--- config.mk ---
export PLATFORM = sky130hd
export DESIGN_NAME = key_position_calibrator
export DESIGN_NICKNAME = d
export VERILOG_FILES = /design/src/rtl/core/kpc_pkg.sv /design/src/rtl/core/kpc_ring_ram.sv /design/src/rtl/core/kpc_divider.sv /design/src/rtl/core/key_position_calibrator.sv
export SDC_FILE = /design/constraint.sdc
export NUM_CORES = 1
export LEC_CHECK = 0
export ABC_AREA = 1
export BUFFER_PORTS_ARGS = -buffer_cell sky130_fd_sc_hd__buf_2
export CORE_ASPECT_RATIO = 0.6
export CORE_UTILIZATION = 30
export DETAILED_ROUTE_END_ITERATION = 10
export PLACE_DENSITY = 0.56
export RECOVER_POWER = 25
export SYNTH_ARGS = -nofsm -noshare
export SYNTH_HDL_FRONTEND = slang
export SYNTH_SLANG_ARGS = --single-unit
--- constraint.sdc ---
create_clock -name clk -period 3.3 [get_ports clk]
set_input_delay 0.33 -clock clk [delete_from_list [all_inputs] [get_ports clk]]
set_output_delay 0.33 -clock clk [all_outputs]
set_load 0.01 [all_outputs]
--- src/rtl/core/kpc_pkg.sv ---
// kpc_pkg: shared constants and types for the key position calibrator.
// No dependencies.
package kpc_pkg;

	localparam int RING_DEPTH   = 32;
	localparam int RING_AW      = $clog2(RING_DEPTH);
	localparam int FILL_W       = $clog2(RING_DEPTH + 1);
	localparam int PRESS_WINDOW = 8;
	localparam int SAMPLE_BITS  = 12;
	localparam int SUM_W        = SAMPLE_BITS + FILL_W;
	localparam int POS_W        = 14;
	localparam int DIV_NW       = SAMPLE_BITS + 12;
	localparam int DIV_DW       = (SAMPLE_BITS > FILL_W) ? SAMPLE_BITS : FILL_W;
	localparam int DIV_CW       = $clog2(DIV_NW);
	localparam int POS_LOW_MAG  = 2048;
	localparam int POS_HIGH     = 4915;
	localparam int MIN_RANGE_RST = 64;

	typedef enum logic [2:0] {
		OP_SAMPLE = 3'd0,
		OP_START  = 3'd1,
		OP_FINISH = 3'd2,
		OP_ABORT  = 3'd3,
		OP_CLEAR  = 3'd4
	} op_t;

	typedef enum logic [1:0] {
		MODE_NONE = 2'd0,
		MODE_CAL  = 2'd1,
		MODE_DONE = 2'd2
	} mode_t;

	typedef enum logic [2:0] {
		ST_IDLE,
		ST_EXEC,
		ST_READ,
		ST_DIV,
		ST_OUT
	} state_t;

	typedef struct packed {
		logic              start;
		logic [DIV_NW-1:0] num;
		logic [DIV_DW-1:0] den;
	} div_req_t;

endpackage

--- src/rtl/core/kpc_ring_ram.sv ---
// kpc_ring_ram: sample ring storage, one write and one registered read port.
// Depends on kpc_pkg.
module kpc_ring_ram (
	input  logic                           clk,
	input  logic                           we,
	input  logic [kpc_pkg::RING_AW-1:0]     waddr,
	input  logic [kpc_pkg::SAMPLE_BITS-1:0] wdata,
	input  logic [kpc_pkg::RING_AW-1:0]     raddr,
	output logic [kpc_pkg::SAMPLE_BITS-1:0] rdata
);
	import kpc_pkg::*;

	logic [SAMPLE_BITS-1:0] mem [RING_DEPTH];

	always_ff @(posedge clk) begin
		if (we) begin
			mem[waddr] <= wdata;
		end
		rdata <= mem[raddr];
	end
endmodule

--- src/rtl/core/kpc_divider.sv ---
// kpc_divider: unsigned restoring divider, one quotient bit per cycle.
// Depends on kpc_pkg.
module kpc_divider (
	input  logic                      clk,
	input  logic                      arst_n,
	input  kpc_pkg::div_req_t         req,
	output logic                      done,
	output logic [kpc_pkg::DIV_NW-1:0] quot
);
	import kpc_pkg::*;

	logic              busy_q;
	logic [DIV_CW-1:0] cnt_q;
	logic [DIV_NW-1:0] num_q;
	logic [DIV_DW-1:0] rem_q;
	logic [DIV_DW-1:0] den_q;
	logic [DIV_DW:0]   trial;
	logic              fits;

	assign trial = {rem_q, num_q[DIV_NW-1]};
	assign fits  = trial >= {1'b0, den_q};
	assign quot  = num_q;

	always_ff @(posedge clk or negedge arst_n) begin
		if (!arst_n) begin
			busy_q <= 1'b0;
			done   <= 1'b0;
			cnt_q  <= '0;
		end else begin
			done <= 1'b0;
			if (req.start) begin
				busy_q <= 1'b1;
				cnt_q  <= DIV_CW'(DIV_NW - 1);
			end else if (busy_q) begin
				cnt_q <= cnt_q - 1'b1;
				if (cnt_q == '0) begin
					busy_q <= 1'b0;
					done   <= 1'b1;
				end
			end
		end
	end

	always_ff @(posedge clk) begin
		if (req.start) begin
			num_q <= req.num;
			den_q <= req.den;
			rem_q <= '0;
		end else if (busy_q) begin
			rem_q <= fits ? DIV_DW'(trial - {1'b0, den_q}) : trial[DIV_DW-1:0];
			num_q <= {num_q[DIV_NW-2:0], fits};
		end
	end
endmodule

--- src/rtl/core/key_position_calibrator.sv ---
// Key position calibrator: two-point calibration of a raw key sensor and Q12 position output.
// One request is handled at a time, and a stalled result holds off the next one. A calibrated
// sample runs the divider; a calibrating sample reads a press window (eight ring reads) once
// the ring holds one; a successful-path finish reads the ring fill, then runs the divider for
// the rest average; other commands do neither. The sample ring is a single-port-read RAM.
// Uses kpc_pkg, kpc_ring_ram, kpc_divider.
module key_position_calibrator (
	input  logic        clk,
	input  logic        arst_n,
	input  logic        s_tvalid,
	output logic        s_tready,
	input  logic [15:0] s_tdata,   // [11:0] raw_sample
	input  logic [2:0]  s_tuser,   // [2:0] operation
	output logic        m_tvalid,
	input  logic        m_tready,
	output logic [23:0] m_tdata,   // [13:0] position, [14] position_valid, [15] finish_ok, [17:16] mode
	input  logic        cfg_we,
	input  logic        cfg_index,
	input  logic [11:0] cfg_data
);
	import kpc_pkg::*;

	state_t state_q, state_d;

	logic                   down_q;
	logic [11:0]            min_range_q;
	logic [2:0]             op_q;
	logic [SAMPLE_BITS-1:0] raw_q;
	mode_t                  cur_q, prev_q;
	logic [SAMPLE_BITS-1:0] rest_q, press_q, cand_q;
	logic                   rest_known_q, press_known_q, cand_known_q;
	logic [FILL_W-1:0]      fill_q, fill_next, rd_n_q, rd_cnt_q;
	logic [RING_AW-1:0]     head_q;
	logic                   rd_pend_s1;
	logic [SUM_W-1:0]       sum_q;
	logic                   neg_q;
	logic [POS_W-1:0]       pos_q;
	logic                   valid_q, ok_q;

	logic                   mem_we, rd_issue, rd_done, can_div, div_done;
	logic [RING_AW-1:0]     raddr;
	logic [SAMPLE_BITS-1:0] rdata;
	div_req_t               div_req;
	logic [DIV_NW-1:0]      quot;
	logic [SAMPLE_BITS-1:0] raw_mag, span_mag, avg_win, new_rest, gap;
	logic                   raw_below, press_below, cal_done_op;

	assign fill_next = (fill_q == FILL_W'(RING_DEPTH)) ? fill_q : fill_q + 1'b1;
	assign can_div   = rest_known_q && press_known_q && (press_q != rest_q);
	assign raw_below   = raw_q < rest_q;
	assign press_below = press_q < rest_q;
	assign raw_mag   = raw_below ? rest_q - raw_q : raw_q - rest_q;
	assign span_mag  = press_below ? rest_q - press_q : press_q - rest_q;
	assign rd_issue  = (state_q == ST_READ) && (rd_cnt_q < rd_n_q);
	assign rd_done   = (state_q == ST_READ) && (rd_cnt_q == rd_n_q) && !rd_pend_s1;
	assign raddr     = head_q - 1'b1 - rd_cnt_q[RING_AW-1:0];
	assign avg_win   = SAMPLE_BITS'(sum_q / PRESS_WINDOW);
	assign new_rest  = quot[SAMPLE_BITS-1:0];
	assign gap       = (cand_q > new_rest) ? cand_q - new_rest : new_rest - cand_q;
	assign cal_done_op = (op_q == OP_SAMPLE) && (cur_q == MODE_CAL);
	assign s_tready  = (state_q == ST_IDLE);

	kpc_ring_ram u_ram (
		.clk   (clk),
		.we    (mem_we),
		.waddr (head_q),
		.wdata (raw_q),
		.raddr (raddr),
		.rdata (rdata)
	);

	kpc_divider u_div (
		.clk    (clk),
		.arst_n (arst_n),
		.req    (div_req),
		.done   (div_done),
		.quot   (quot)
	);

	always_comb begin
		state_d = state_q;
		unique case (state_q)
			ST_IDLE: if (s_tvalid) state_d = ST_EXEC;
			ST_EXEC: begin
				state_d = ST_OUT;
				if (op_q == OP_SAMPLE && cur_q == MODE_DONE && can_div) state_d = ST_DIV;
				if (cal_done_op && fill_next >= FILL_W'(PRESS_WINDOW)) state_d = ST_READ;
				if (op_q == OP_FINISH && cur_q == MODE_CAL
				    && fill_q >= FILL_W'(PRESS_WINDOW) && fill_q != '0 && cand_known_q)
					state_d = ST_READ;
			end
			ST_READ: if (rd_done) state_d = (op_q == OP_FINISH) ? ST_DIV : ST_OUT;
			ST_DIV:  if (div_done) state_d = ST_OUT;
			ST_OUT:  if (!m_tvalid || m_tready) state_d = ST_IDLE;
			default: state_d = ST_IDLE;
		endcase
	end

	always_comb begin
		mem_we = (state_q == ST_EXEC) && cal_done_op;
		div_req.start = 1'b0;
		div_req.num   = {raw_mag, 12'd0};
		div_req.den   = span_mag;
		if (state_q == ST_EXEC && op_q == OP_SAMPLE && cur_q == MODE_DONE && can_div)
			div_req.start = 1'b1;
		if (rd_done && op_q == OP_FINISH) begin
			div_req.start = 1'b1;
			div_req.num   = DIV_NW'(sum_q);
			div_req.den   = DIV_DW'(fill_q);
		end
	end

	always_ff @(posedge clk or negedge arst_n) begin
		if (!arst_n) begin
			state_q       <= ST_IDLE;
			down_q        <= 1'b0;
			min_range_q   <= 12'(MIN_RANGE_RST);
			cur_q         <= MODE_NONE;
			prev_q        <= MODE_NONE;
			rest_q        <= '0;
			press_q       <= '0;
			cand_q        <= '0;
			rest_known_q  <= 1'b0;
			press_known_q <= 1'b0;
			cand_known_q  <= 1'b0;
			fill_q        <= '0;
			head_q        <= '0;
			rd_pend_s1    <= 1'b0;
			m_tvalid      <= 1'b0;
		end else begin
			state_q    <= state_d;
			rd_pend_s1 <= rd_issue;
			if (cfg_we) begin
				if (cfg_index == 1'b0) down_q <= cfg_data[0];
				else min_range_q <= cfg_data;
			end
			if (state_q == ST_OUT && (!m_tvalid || m_tready)) m_tvalid <= 1'b1;
			else if (m_tready) m_tvalid <= 1'b0;

			if (state_q == ST_EXEC) begin
				case (op_q)
					OP_SAMPLE: if (cur_q == MODE_CAL) begin
						head_q <= head_q + 1'b1;
						fill_q <= fill_next;
					end
					OP_START: begin
						prev_q <= (cur_q != MODE_CAL) ? cur_q
							: ((prev_q == MODE_DONE) ? MODE_DONE : MODE_NONE);
						cur_q  <= MODE_CAL;
						fill_q <= '0;
						head_q <= '0;
						cand_known_q <= 1'b0;
					end
					OP_FINISH, OP_ABORT: if (cur_q == MODE_CAL && state_d == ST_OUT) begin
						prev_q <= MODE_CAL;
						cur_q  <= (prev_q == MODE_DONE) ? MODE_DONE : MODE_NONE;
						fill_q <= '0;
						head_q <= '0;
						cand_known_q <= 1'b0;
					end
					OP_CLEAR: begin
						prev_q <= MODE_NONE;
						cur_q  <= MODE_NONE;
						if (cur_q == MODE_CAL) begin
							fill_q <= '0;
							head_q <= '0;
							cand_known_q <= 1'b0;
						end
					end
					default: ;
				endcase
			end

			if (rd_done && op_q == OP_SAMPLE) begin
				if (!cand_known_q || (down_q ? (avg_win < cand_q) : (avg_win > cand_q))) begin
					cand_q       <= avg_win;
					cand_known_q <= 1'b1;
				end
			end

			if (state_q == ST_DIV && div_done && op_q == OP_FINISH) begin
				prev_q <= MODE_CAL;
				if (gap >= min_range_q) begin
					rest_q        <= new_rest;
					press_q       <= cand_q;
					rest_known_q  <= 1'b1;
					press_known_q <= 1'b1;
					cur_q         <= MODE_DONE;
				end else begin
					cur_q <= (prev_q == MODE_DONE) ? MODE_DONE : MODE_NONE;
				end
				fill_q <= '0;
				head_q <= '0;
				cand_known_q <= 1'b0;
			end
		end
	end

	always_ff @(posedge clk) begin
		if (s_tvalid && s_tready) begin
			op_q  <= s_tuser;
			raw_q <= s_tdata[SAMPLE_BITS-1:0];
		end
		if (state_q == ST_EXEC) begin
			pos_q   <= '0;
			valid_q <= 1'b0;
			ok_q    <= 1'b0;
			rd_cnt_q <= '0;
			sum_q    <= '0;
			rd_n_q   <= (op_q == OP_FINISH) ? fill_q : FILL_W'(PRESS_WINDOW);
			neg_q    <= raw_below ^ press_below;
		end
		if (rd_issue) rd_cnt_q <= rd_cnt_q + 1'b1;
		if (rd_pend_s1) sum_q <= sum_q + SUM_W'(rdata);
		if (state_q == ST_DIV && div_done) begin
			if (op_q == OP_FINISH) begin
				ok_q <= (gap >= min_range_q);
			end else begin
				valid_q <= 1'b1;
				if (neg_q) begin
					pos_q <= (quot > DIV_NW'(POS_LOW_MAG)) ? -POS_W'(POS_LOW_MAG)
						: -quot[POS_W-1:0];
				end else begin
					pos_q <= (quot > DIV_NW'(POS_HIGH)) ? POS_W'(POS_HIGH) : quot[POS_W-1:0];
				end
			end
		end
		if (state_q == ST_OUT && (!m_tvalid || m_tready)) begin
			m_tdata <= {6'd0, cur_q, ok_q, valid_q, pos_q};
		end
	end

`ifndef ASSERT_OFF
	a_ready_idle: assert property (@(posedge clk) disable iff (!arst_n)
		s_tready |-> state_q == ST_IDLE) else $error("ready outside idle");
	a_valid_mode: assert property (@(posedge clk) disable iff (!arst_n)
		m_tvalid && m_tdata[14] |-> m_tdata[17:16] == MODE_DONE)
		else $error("valid position while not calibrated");
	a_ok_mode: assert property (@(posedge clk) disable iff (!arst_n)
		m_tvalid && m_tdata[15] |-> m_tdata[17:16] == MODE_DONE && !m_tdata[14])
		else $error("finish ok inconsistent");
	a_div_state: assert property (@(posedge clk) disable iff (!arst_n)
		div_done |-> state_q == ST_DIV) else $error("divider result outside divide state");
`endif
endmodule
**Word level (Yosys, flattened, before mapping)**

Memory sizes are Yosys's and may differ from the RTL's. A register that Yosys moved wholly into a read port is not among the register bits.
Index checks and enable logic that the tools add are counted.

- Bits in registers: 206
- Bits in writable memories: 384
- Input port bits: 37
- Output and inout port bits: 26
- Word-level logic and storage cells: 203
- Memories: 1

Memory list:

| memory | depth | width | read ports | clocked after Yosys merged registers in | wr ports | RTL line | text |
|---|---|---|---|---|---|---|---|
| u_ram.mem | 32 | 12 | 1 | 1 | 1 | kpc_ring_ram.sv:13 | `logic [SAMPLE_BITS-1:0] mem [RING_DEPTH];` |

- $add $sub $neg: 15
- Order comparisons: 12
- Equal/unequal tests: 19
- Mux-type cells: 77
- Bitwise operators: 2
- Reduce and logical (&&, ||, !) cells: 46

Operators by type and width:

| operator | number |
|---|---|
| $mux W14 | 6 |
| $sub A12 B12 Y12 | 7 |
| $mux W12 | 4 |
| $mux W24 | 2 |
| $mux W6 | 8 |
| $mux W37 | 1 |
| $lt A12 B12 Y1 | 3 |
| $mux W18 | 2 |
| $mux W5 | 7 |
| $gt A12 B12 Y1 | 2 |
| $gt A24 B12 Y1 const B | 1 |
| $gt A24 B13 Y1 const B | 1 |
| $mux W1 | 24 |
| $mux W3 | 8 |
| $pmux W6 S4 | 1 |
| $logic_and A1 B1 Y1 | 23 |
| $pmux W5 S4 | 1 |
| $add A18 B12 Y18 | 1 |
| $mux W2 | 9 |
| $pmux W3 S5 | 1 |
| $neg A14 Y14 | 1 |
| $ge A13 B12 Y1 | 1 |
| $add A6 B1 Y6 const B | 2 |
| $eq A3 B2 Y1 const B | 4 |
| other kinds (32) | 51 |

**Depth between registers and ports, before layout**

- Depth in word-level cells: 15
- Gate-level depth with buffers: 25
- Depth with buffers taken out: 24

**Cells and area by module**

From an unflattened synthesis, not the netlist that was laid out.

- Cell total of the unflattened synthesis: 3263
- Area total of the unflattened synthesis: 30595.6 µm²

Modules (own cells, without submodules):

| module | instances | cells an instance | area an instance (µm²) | sequential area each (µm²) |
|---|---|---|---|---|
| kpc_ring_ram | 1 | 1358 | 15899.0 | 11771.3 |
| key_position_calibrator | 1 | 1518 | 11622.4 | 4020.1 |
| kpc_divider | 1 | 387 | 3074.2 | 1496.4 |

**Least setup slack after synthesis**

Ideal clock, no wire load.

- Path kind: register to register
- Start: register cand_q[0]
- End: register press_q[0]
- Setup time: 0.083 ns
- Arrival: 3.197 ns
- Data required time: 3.217 ns
- Setup slack: 0.021 ns
- Stages on the path, launching flop included: 25
- Buffers on the path: 2
- Period minus slack after synthesis: 3.279 ns
- Cell sequence: dfrtp_1 > inv_1 > ha_1 > inv_1 > fa_1 > nand2_1 > nand2_1 > a21oi_1 > o21ai_0 > nand2_1 > buf_4 > nand2_1 > nand2_1 > nand2_1 > nand2_1 > inv_1 > ha_1 > nand2_1 > nor2_1 > a211oi_1 > nand4_1 > nand2_1 > clkbuf_1 > nand2_1 > o21ai_0

- Word-level cells in the longest chain between the ends: 4
- Elaborated cells between the ends (all ways): 6
- Those cells by class: add/sub: 2; order compare: 2; mux: 1; reduce/logical: 1

Ends and longest elaborated chain:

| what | RTL line | text |
|---|---|---|
| start: declaration | key_position_calibrator.sv:30 | `logic [SAMPLE_BITS-1:0] rest_q, press_q, cand_q;` |
| start signal: assignment | key_position_calibrator.sv:176 | `cand_q <= avg_win;` |
| $sub A12 B12 Y12 / $gt A12 B12 Y1 (equally long branches) | key_position_calibrator.sv:59 | `assign gap = (cand_q > new_rest) ? cand_q - new_rest : new_rest - cand_q;` |
| $mux W12 | key_position_calibrator.sv:59 |  |
| $ge A12 B12 Y1 | key_position_calibrator.sv:183 | `if (gap >= min_range_q) begin` |
| $reduce_and A2 Y1 (no source line) | -- |  |
| end signal: assignment | key_position_calibrator.sv:185 | `press_q <= cand_q;` |
| end: declaration | key_position_calibrator.sv:30 |  |

Parallel ways exist; a longest one is shown, timed or not.
A chain may end at the register's enable or synchronous reset.

**Worst setup path in the final report**

- Start: register u_div.num_q[0] (netlist: u_div.quot[0])
- End: register rest_q[9]

- Word-level cells in the longest chain between the ends: 4
- Elaborated cells between the ends (all ways): 6
- Those cells by class: add/sub: 2; order compare: 2; mux: 1; reduce/logical: 1

Ends and longest elaborated chain:

| what | RTL line | text |
|---|---|---|
| start: declaration | kpc_divider.sv:14 | `logic [DIV_NW-1:0] num_q;` |
| start signal: assignment | kpc_divider.sv:46 | `num_q <= req.num;` |
| start signal: assignment | kpc_divider.sv:51 | `num_q <= {num_q[DIV_NW-2:0], fits};` |
| $sub A12 B12 Y12 / $gt A12 B12 Y1 (equally long branches) | key_position_calibrator.sv:59 |  |
| $mux W12 * | key_position_calibrator.sv:59 |  |
| $ge A12 B12 Y1 * | key_position_calibrator.sv:183 |  |
| $reduce_and A2 Y1 (no source line) * | -- |  |
| end signal: assignment | key_position_calibrator.sv:184 | `rest_q <= new_rest;` |
| end: declaration | key_position_calibrator.sv:30 |  |

Every way passes the cells marked *; elsewhere a longest branch is shown, timed or not.

==> flow_summary.json <==
{
  "clk_path_buf_depth": 3,
  "yosysSeqAreaShare_pct": 57.5,
  "synth_area_leader_cell": "edfxtp_1",
  "grt.overflow.total": 0,
  "synthFlopType": "edfxtp_1",
  "finalHoldViolations": 0,
  "worstPathMaxFanout": 6,
  "drt_iter0_markers": 2557,
  "synth_area_um2": 30100,
  "core_um2": 98800,
  "routedWlPerCell_um": 19.7,
  "crit_buf_inv": 10,
  "drv_cap": 2,
  "routed_wl_mm": 92.0,
  "cts_root_buf": "clkbuf_16",
  "dr.pass1.iters": 6,
  "grt_first_pass_wirelength_mm": 136,
  "setup_viol": 25,
  "slew_violations": 79,
  "netlist.area_leader.share_pct": 48.3,
  "via_count": 23200,
  "finalHoldWorstSlack_ps": 38.7,
  "n_fill_cell": 9786,
  "fp-row-count": 89,
  "final_common_cell": "edfxtp_1",
  "vdd_ir_drop_max_v": 0.000554,
  "mostFrequentLayoutCells": "edfxtp_1, nand2_1, nor2_1",
  "initial_core_util_pct": 30.5,
  "final.setup_skew_ps": 18.0,
  "viasPerCell": 4.95,
  "syn_area_per_cell_um2": 9.98,
  "synth_edf_count": 484,
  "wl_met3_mm": 10.5,
  "fin_crit_ps": 3370,
  "hpwl_mm": 64.2,
  "pre_cts_ws_ps": -248,
  "relSlewSlack_pct": -54.2,
  "rsz0062_at_grt": "true",
  "crit_family": "buffers and inverters",
  "r2r_setup_slack_ps": -70,
  "antenna_found_initial": 3,
  "clk_pin_slew_ps": 60,
  "arrival_ps": 3900,
  "wl_met1_mm": 46.8,
  "synthArstFlopShare_pct": 13.0,
  "max_stage_delay_ps": 440,
  "met2_length_mm": 33.3,
  "numClockSinks": 602,
  "multi_input_comb_area_um2": 11600,
  "critPathKind": "reg2reg",
  "fmax_mhz": 296,
  "layout-area-overhead-vs-synth_pct": 21.9,
  "insertion_delay_ps": 650,
  "path_cells": "buf_6 -> inv_2 -> ha_2 -> inv_2 -> fa_2 -> a21oi_2 -> buf_4 -> inv_1 -> nand2_2 -> o21ai_2 -> inv_1 -> nand2_1 -> nand2_1 -> inv_2 -> ha_4 -> nand4_1 -> inv_2 -> nand3_2 -> nand4_1 -> nand2_2 -> buf_8 -> clkbuf_16 -> nand2_2 -> o21ai_1",
  "worst_pin_slew_ps": 2310,
  "seq_area_um2": 17300,
  "cts_tree": "yes",
  "drive_gt1_share_pct": 17.5,
  "num_io_pins": 63,
  "p_leak_nw": 14.7,
  "num-nets-final": 3488,
  "grt_usage_pct": 17.7,
  "setup_slack_ps": -74.5,
  "crit_required_ps": 3830,
  "die_w_um": 411,
  "syn_inst": 3016,
  "ys_types": 63,
  "p_total_w": 0.0249,
  "final.period_utilization_pct": 102,
  "grt_max_degree": 79,
  "ys_top_cells_by_area": "edfxtp_1, dfrtp_1, nand2_1",
  "violations": "max-capacitance violations, max-slew violations, negative setup slack",
  "drtAntennaViolNets": 0,
  "drc": 0,
  "hp-class": "in2reg",
  "yosys_warnings": 0,
  "die-area_um2": 102000,
  "crit_slowest_cell": "edfxtp_1",
  "end_kind": "flop",
  "start_kind": "flop",
  "cpMostUsedCell": "inv_2",
  "die_y_um": 247,
  "highest_layer": "met4",
  "ys_ff_latch": 602,
  "cts.htree.levels": 2,
  "status": "finished, violations left",
  "place_congestion": 0.936,
  "power_density_nw_per_um2": 680,
  "io_buffers": 52,
  "cts-buffers-inserted": 61,
  "grt_pass1_vias": 21200
}
per-layer routing:
layer | GRT usage (%) | vias up
met5 | 0 | -
met4 | 3.37 | 0
met3 | 5.49 | 92
met2 | 22.1 | 869
met1 | 28.7 | 11200
li1 | - | 11000
Yosys cell counts (all sizes together), types with 9 or more instances:
cell / number
edfxtp: 484
nand2: 480
nor2: 432
inv: 330
o21ai: 303
a21oi: 140
ha: 137
nand3: 113
dfrtp: 77
buf: 63
clkbuf: 63
o32ai: 57
xor2: 47
dfxtp: 40
o22ai: 37
o211ai: 36
nand4: 29
mux2i: 25
nor3: 20
o31ai: 15
xnor2: 15
o21a: 10
a31oi: 9
fa: 9
logic make-up (layout without fill, tap and decap cells):
kind of cell / Yosys count / count (layout) / synth area share, %
XOR/XNOR: 62 / 62 / 1.83
multiplexers: 25 / 25 / 0.832
flip-flops: 602 / 602 / 57.5
AND/OR/NAND/NOR: 1088 / 1088 / 15.0
adder cells (fa/ha/maj): 146 / 146 / 6.30
buffers and inverters: 457 / 792 / 6.14
other: 1 / 7 / 0.0125
AO/OA/AOI/OAI: 635 / 635 / 12.4
report_power, final:
part	internal, W	switching (W)
Combinational	0.00301	0.00575
Clock	0.00418	0.00309
Sequential	0.00864	0.000264
Total	0.0158	0.00911
flip-flops by register name (all words and copies together), names as in the netlist, 2 cells and up:
signal / flops
u_ram.mem: 384
u_div.quot: 24
m_tdata: 18
sum_q: 18
pos_q: 14
cand_q: 12
min_range_q: 12
press_q: 12
raw_q: 12
rest_q: 12
u_div.den_q: 12
u_div.rem_q: 12
u_ram.rdata: 12
fill_q: 6
rd_cnt_q: 6
rd_n_q: 6
head_q: 5
u_div.cnt_q: 5
op_q: 3
state_q: 3
cur_q: 2
prev_q: 2
area by class of cell:
type | instances | share of cell area (%)
clock buffer | 81 | 4.53
tap | 1319 | 4.50
sequential | 602 | 47.1
clock inverter | 33 | 1.15
timing repair buffer | 347 | 7.71
multi-input combinational | 1962 | 31.6
inverter | 331 | 3.41
antenna | 1 | 0.00682
timing repair:
item	in CTS	in global routing
gates resized for setup	60	128
gates cloned	5	2
pin swaps	9	41
hold buffers	31	0
setup endpoints to repair	27	36
buffers inserted	6	18
endpoints found under the hold margin	106	0
through the flow:
stage | cell area, um2 | util (%) | setup TNS (ps) | cells
2_1_floorplan | 30100 | - | 0 | 3021
3_3_place_gp | 33400 | 33.8 | -4880 | 4503
3_5_place_dp | 33400 | 33.8 | -6000 | 4503
4_1_cts | 36100 | 36.6 | -1830 | 4659
5_1_grt | 36700 | 37.1 | -5200 | 4675
6_report | 36700 | 37.1 | -1050 | 4676
worst reg2reg max path: stages, from the launching register on:
cell	delay [ps]
edfxtp_1	440
buf_6	150
inv_2	50
ha_2	160
inv_2	40
fa_2	390
a21oi_2	240
buf_4	150
inv_1	40
nand2_2	60
o21ai_2	50
inv_1	50
nand2_1	40
nand2_1	80
inv_2	50
ha_4	260
nand4_1	120
inv_2	90
nand3_2	70
nand4_1	150
nand2_2	110
buf_8	180
clkbuf_16	170
nand2_2	50
o21ai_1	50
worst paths after layout:
check / start / to / cells after the start
max reg2reg: u_div.quot[0] / rest_q[9] / 24
min in group asynchronous: arst_n / min_range_q[4] / 3
max in group asynchronous: arst_n / fill_q[5] / 3
min reg2reg: valid_q / m_tdata[14] / 0
max: u_div.quot[0] / rest_q[9] / 24
min: s_tvalid / state_q[0] / 3
Power figures use the tool's default switching activity.
